<file path="config.mk">
export PLATFORM = sky130hd
export DESIGN_NAME = rws_dpath
export DESIGN_NICKNAME = d
export VERILOG_FILES = /design/src/hw/rtl/rws_pkg.sv /design/src/hw/rtl/rws_dpath.sv
export SDC_FILE = /design/constraint.sdc
export NUM_CORES = 1
export LEC_CHECK = 0
export ABC_AREA = 1
export BUFFER_PORTS_ARGS = -buffer_cell sky130_fd_sc_hd__clkbuf_2
export CAP_MARGIN = 30
export CORE_ASPECT_RATIO = 1.5
export CORE_UTILIZATION = 35
export CTS_CLUSTER_DIAMETER = 80
export DETAILED_ROUTE_END_ITERATION = 10
export SETUP_SLACK_MARGIN = 0.4
export SLEW_MARGIN = 20
export SYNTH_ARGS = -nofsm -noshare
export SYNTH_HDL_FRONTEND = slang
export SYNTH_SLANG_ARGS = --single-unit
</file>
<file path="constraint.sdc">
create_clock -name clk_i -period 6.11 [get_ports clk_i]
set_clock_uncertainty 0.15 [all_clocks]
set_input_delay 1.222 -clock clk_i [delete_from_list [all_inputs] [get_ports clk_i]]
set_output_delay 1.222 -clock clk_i [all_outputs]
set_load 0.005 [all_outputs]
</file>
<file path="src/hw/rtl/rws_pkg.sv">
// Shared types, constants and codes of the roulette wheel selector.
`default_nettype none
package rws_pkg;

  // Defaults for the top level parameters.
  localparam int MAX_POPULATION_DEF = 256;
  localparam int FITNESS_WIDTH_DEF  = 32;

  // Fixed field widths.
  localparam int SLOT_W     = 8;
  localparam int RAND_W     = 32;
  localparam int BIT_W      = $clog2(RAND_W);
  localparam int SEL_W      = 8;
  localparam int TOTAL_W    = 40;
  localparam int STATUS_W   = 2;
  localparam int POP_W      = 9;
  localparam int OUT_DATA_W = ((SEL_W + TOTAL_W + STATUS_W + 7) / 8) * 8;

  localparam logic [POP_W-1:0] POP_RESET = 9'd256;

  // Operation codes carried in the input tuser.
  localparam logic OP_LOAD = 1'b0;
  localparam logic OP_DRAW = 1'b1;

  // Result status codes.
  localparam logic [STATUS_W-1:0] ST_OK       = 2'd0;
  localparam logic [STATUS_W-1:0] ST_SLOT     = 2'd1;
  localparam logic [STATUS_W-1:0] ST_POSITIVE = 2'd2;

  // Operations of the shared adder unit.
  typedef enum logic [1:0] {
    DP_HOLD,
    DP_CLEAR,
    DP_ACC,
    DP_MUL
  } dp_op_e;

  typedef struct packed {
    dp_op_e op;
    logic   load_r;
    logic   keep_tot;
    logic   keep_tgt;
  } dp_ctrl_t;

endpackage
`default_nettype wire

</file>
<file path="src/hw/rtl/rws_dpath.sv">
// Shared adder unit: weight sums, shift-add scaling and the prefix walk.
`default_nettype none
module rws_dpath #(
  parameter int FW = 32,
  parameter int SW = 40
) (
  input  wire logic                      clk_i,
  input  wire rws_pkg::dp_ctrl_t         ctrl_i,
  input  wire logic [rws_pkg::RAND_W-1:0] rand_i,
  input  wire logic [FW-1:0]             rdata_i,
  output logic                           hit_o,
  output logic      [SW-1:0]             total_o
);

  logic [SW:0]                 acc_q, acc_d;
  logic [SW-1:0]               tot_q, tgt_q;
  logic [rws_pkg::RAND_W-1:0]  r_q, r_d;
  logic [SW:0]                 add_b;
  logic [SW:0]                 sum;

  // One adder serves every phase; only its second operand changes.
  always_comb begin
    if (ctrl_i.op == rws_pkg::DP_MUL) begin
      add_b = r_q[0] ? {1'b0, tot_q} : '0;
    end else begin
      add_b = (SW + 1)'(rdata_i);
    end
    sum   = acc_q + add_b;
    hit_o = sum >= {1'b0, tgt_q};
  end

  always_comb begin
    acc_d = acc_q;
    r_d   = ctrl_i.load_r ? rand_i : r_q;
    unique case (ctrl_i.op)
      rws_pkg::DP_HOLD:  acc_d = acc_q;
      rws_pkg::DP_CLEAR: acc_d = '0;
      rws_pkg::DP_ACC:   acc_d = sum;
      rws_pkg::DP_MUL: begin
        // Least significant bit first; the dropped bits give the floor.
        acc_d = sum >> 1;
        r_d   = r_q >> 1;
      end
      default:           acc_d = acc_q;
    endcase
  end

  always_ff @(posedge clk_i) begin
    acc_q <= acc_d;
    r_q   <= r_d;
    if (ctrl_i.keep_tot) begin
      tot_q <= acc_q[SW-1:0];
    end
    if (ctrl_i.keep_tgt) begin
      tgt_q <= acc_q[SW-1:0];
    end
  end

  assign total_o = tot_q;

endmodule
`default_nettype wire
</file>
==> out/summary.txt <==
Most numerous cell on the critical path -> nand2_1
Worst-path clk slew -> 60 ps
Initial Util -> 35.48%
RSZ-0062 raised after global routing -> true
Area after DPL -> 13,130 sq um
Syn Nets -> 1,390
I/O pin count -> 111
Ys async rst share -> 0%
Drt wl/cell -> 16.77 um
Die boundary height -> 211.0 um
Met2 Track Usage GR -> 44.62%
Cells on worst reg2reg path -> 22
Via count -> 9,824
Worst Setup Start Kind -> input pin
Hold Path Depth -> 0
Critical path's largest stage delay -> 390 ps
Final Hold Fails -> 0
Area occupied by multi-input gates -> 6110 sq um
Largest cells by area after synthesis -> edfxtp_1 (45%), nand2_1 (14%), ha_1 (9.9%), inv_1 (5.8%), nor2_1 (3.5%)
Worst setup margin -> -88.20 ps
CP endpoint kind -> output pin
Num CTS Buffers -> 17
Hold crit path type -> reg -> reg
Post-Synthesis Cells -> 1,238
Post-Route WL -> 34.59 mm
Min-Delay Endpoint -> total_o[19]
Vias in the first global route -> 9,864
Reg-to-Reg End -> acc_q[32]
Worst skew pair latency -> 450 ps
Critical R2R Launch -> r_q[0]
Initial antenna violation count -> 1
Number of synthesized flops with an enable pin -> 152
Placed cells -> 1,970
Worst-path fanout max -> 8
Share of the synthesized area in the top cell type -> 44.79%
Worst Path Buf+Inv -> 6
R2r setup slk -> 2530 ps
H-tree Lvls -> 4
Post-route DRC -> 0
Share of post-route cells with drive strength above 1 -> 42.97%
Design area -> 15,540 sq um
Cell taking the most area after synthesis -> edfxtp_1
Worst Path Arrival -> 4830 ps
PwrDens -> 364.8 nW/um^2
First drt pass iteration count -> 7
Failing checks -> setup timing
Critical path required time -> 4740 ps
CP max-delay cell -> ha_1
Tcrit/Tclk final -> 101.4%
Peak supply drop -> 241.6 uV
Final nets -> 1,811
Core Util, Final -> 54.11%
Clock Sinks -> 153
Maxcap violations -> 0
Most instantiated cells after synthesis -> nand2_1 (393), inv_1 (158), edfxtp_1 (152)
Crit Path Category -> in -> out
Most used DFF post-synth -> edfxtp_1
Area Overhead vs Synth -> 52.50%
GR Util met1 -> 23.63%
Grt peak-use layer -> met2
Setup TNS -> -88.20 ps
Final cell count without fillers -> 2,062
Max clock buf depth -> 2
FF+latch count, synth -> 153
Seq/Total Area, Yosys -> 44.99%
Die ar. -> 29,810 sq um
Final number of max-transition violations -> 0
RePlAce Congestion -> 0.9120
Warnings from Yosys -> 0
Hpwl dp -> 26.34 mm
FMAX -> 161.3 MHz
Hold buffers post-CTS -> 0
Root Driver -> clkbuf_16
Leak -> 7.501 nW
Die width -> 141.3 um
Tot GR Track Use -> 22.99%
Run status -> complete, but fails checks
Filler instances -> 2,723
Slew headroom -> 55.29%
Crit-path leading delay family -> simple AND/OR/NAND/NOR gates
GRT overflow -> 0
Final setup viols -> 1
Sequential Area -> 4584 sq um
Netlist cell types -> 47
Core ar. -> 28,720 sq um
Mapped Area -> 10,190 sq um
Count leader, synth -> nand2_1
Port Buf Inserts -> 110
Starting DRT DRC Count -> 390
Worst Setup SP -> ctrl_i[4]
Slew @ Worst Pin -> 670.7 ps
Dpl ws -> -794.4 ps
Min cycle time layout -> 6198 ps
Worst hold start -> acc_q[19]
Largest net degree at the start of global routing -> 41
First-pass GRT wire length -> 50.92 mm
Routed Antenna Nets -> 0
DR vias/cell -> 4.764
Core Rows -> 76
Avg Cell Area, Syn -> 8.231 sq um
M3 GR Usage -> 3.514%
TritonCTS clock tree -> built
-- flip-flops by register name, indices dropped and copies added, names as in the netlist --
register and flops:
acc_q 41, total_o 40, r_q 32, tgt_q 40
-- power breakdown --
group / leakage [nW] / internal [mW] / total, mW / switching [mW]
Clock: 0.252 / 0.546 / 0.974 / 0.429
Combinational: 5.67 / 1.52 / 3.15 / 1.64
Sequential: 1.58 / 1.41 / 1.54 / 0.129
Total: 7.50 / 3.48 / 5.67 / 2.19
-- layout by cell type, fill, tap and decap left out, types with 14 or more instances in the layout --
cell type,netlist,layout
nand3_2,3,14
nor2_2,7,24
ha_4,0,23
o21ai_0,60,17
nand2_4,1,17
nand2_2,10,45
ha_1,81,54
buf_4,0,279
nand2_1,393,341
a21oi_1,67,31
clkbuf_16,0,21
nor2_4,1,18
nor2_1,94,60
o21ai_2,4,25
buf_6,0,26
a21oi_2,0,27
o21ai_1,5,26
clkbuf_2,0,108
nand3_1,60,49
inv_1,158,146
edfxtp_1,152,152
inv_2,7,17
-- logic make-up (layout without fill, tap and decap cells) --
family                     after synthesis  in the layout  share of synthesized area [%]
other                                    0              1                              0
adders and majority gates               82             82                          10.14
and+or+nand+nor                        619            619                          25.79
AOI/OAI and AO/OA                      168            168                          9.234
DFF                                    153            153                          44.99
buffers and inverters                  190            623                          7.024
xor gates and xnor gates                26             26                          2.824
-- layer usage --
layer | vias to the layer above | share of wire, % | routed length (um)
met5 | - | 0 | 0
met4 | 0 | 4.5 | 1562
met3 | 88 | 2.8 | 962
met2 | 194 | 55 | 18970
met1 | 4613 | 38 | 13090
li1 | 4929 | - | -
-- through the flow --
stage,hold WS [ps],total power [mW]
after floorplan,302.1,2.741
after global placement,311.7,3.942
after detailed placement,324.2,3.973
after CTS,335.1,5.079
after global routing,347.6,6.034
final,331.4,5.670
-- worst reg2reg max path, stage by stage (launching register included) --
cell      delay, ps
edfxtp_1        570
buf_4           280
buf_4           200
nand3_2          80
nand2_1          80
ha_4            180
fa_2            340
nand2_1          60
nand2_1          60
o21ai_2         110
inv_2            70
nand2_2          80
nand2_4          70
nand2_4          80
nand2_4          50
buf_4           170
nand3_2          70
nand2_2          70
xor2_2          190
buf_4           130
buf_4           120
nand2_1          60
nand2_1          60
-- worst max-delay path by stage --
stage                        to  slack [ps]  cells past startpoint
after floorplan           hit_o         420                     33
after global placement    hit_o        -790                     29
after detailed placement  hit_o        -790                     29
after CTS                 hit_o        -200                     32
after global routing      hit_o        -360                     30
final                     hit_o         -90                     29
-- final cells by class --
type | count | area share (%)
multi-input cells | 895 | 39.32
flip-flops and latches | 153 | 29.50
repair buffers | 427 | 20.64
inverters | 165 | 4.050
well taps | 390 | 3.140
clock buffers | 19 | 2.786
clock inverters | 12 | 0.5475
diodes | 1 | 0.01610
-- timing repair --
item,CTS,global route
gates resized for setup,52,307
pin swaps,14,134
cloned,0,5
endpoints found under the setup margin,1,1
setup buffers,7,48
(Power assumes the default switching activity.)
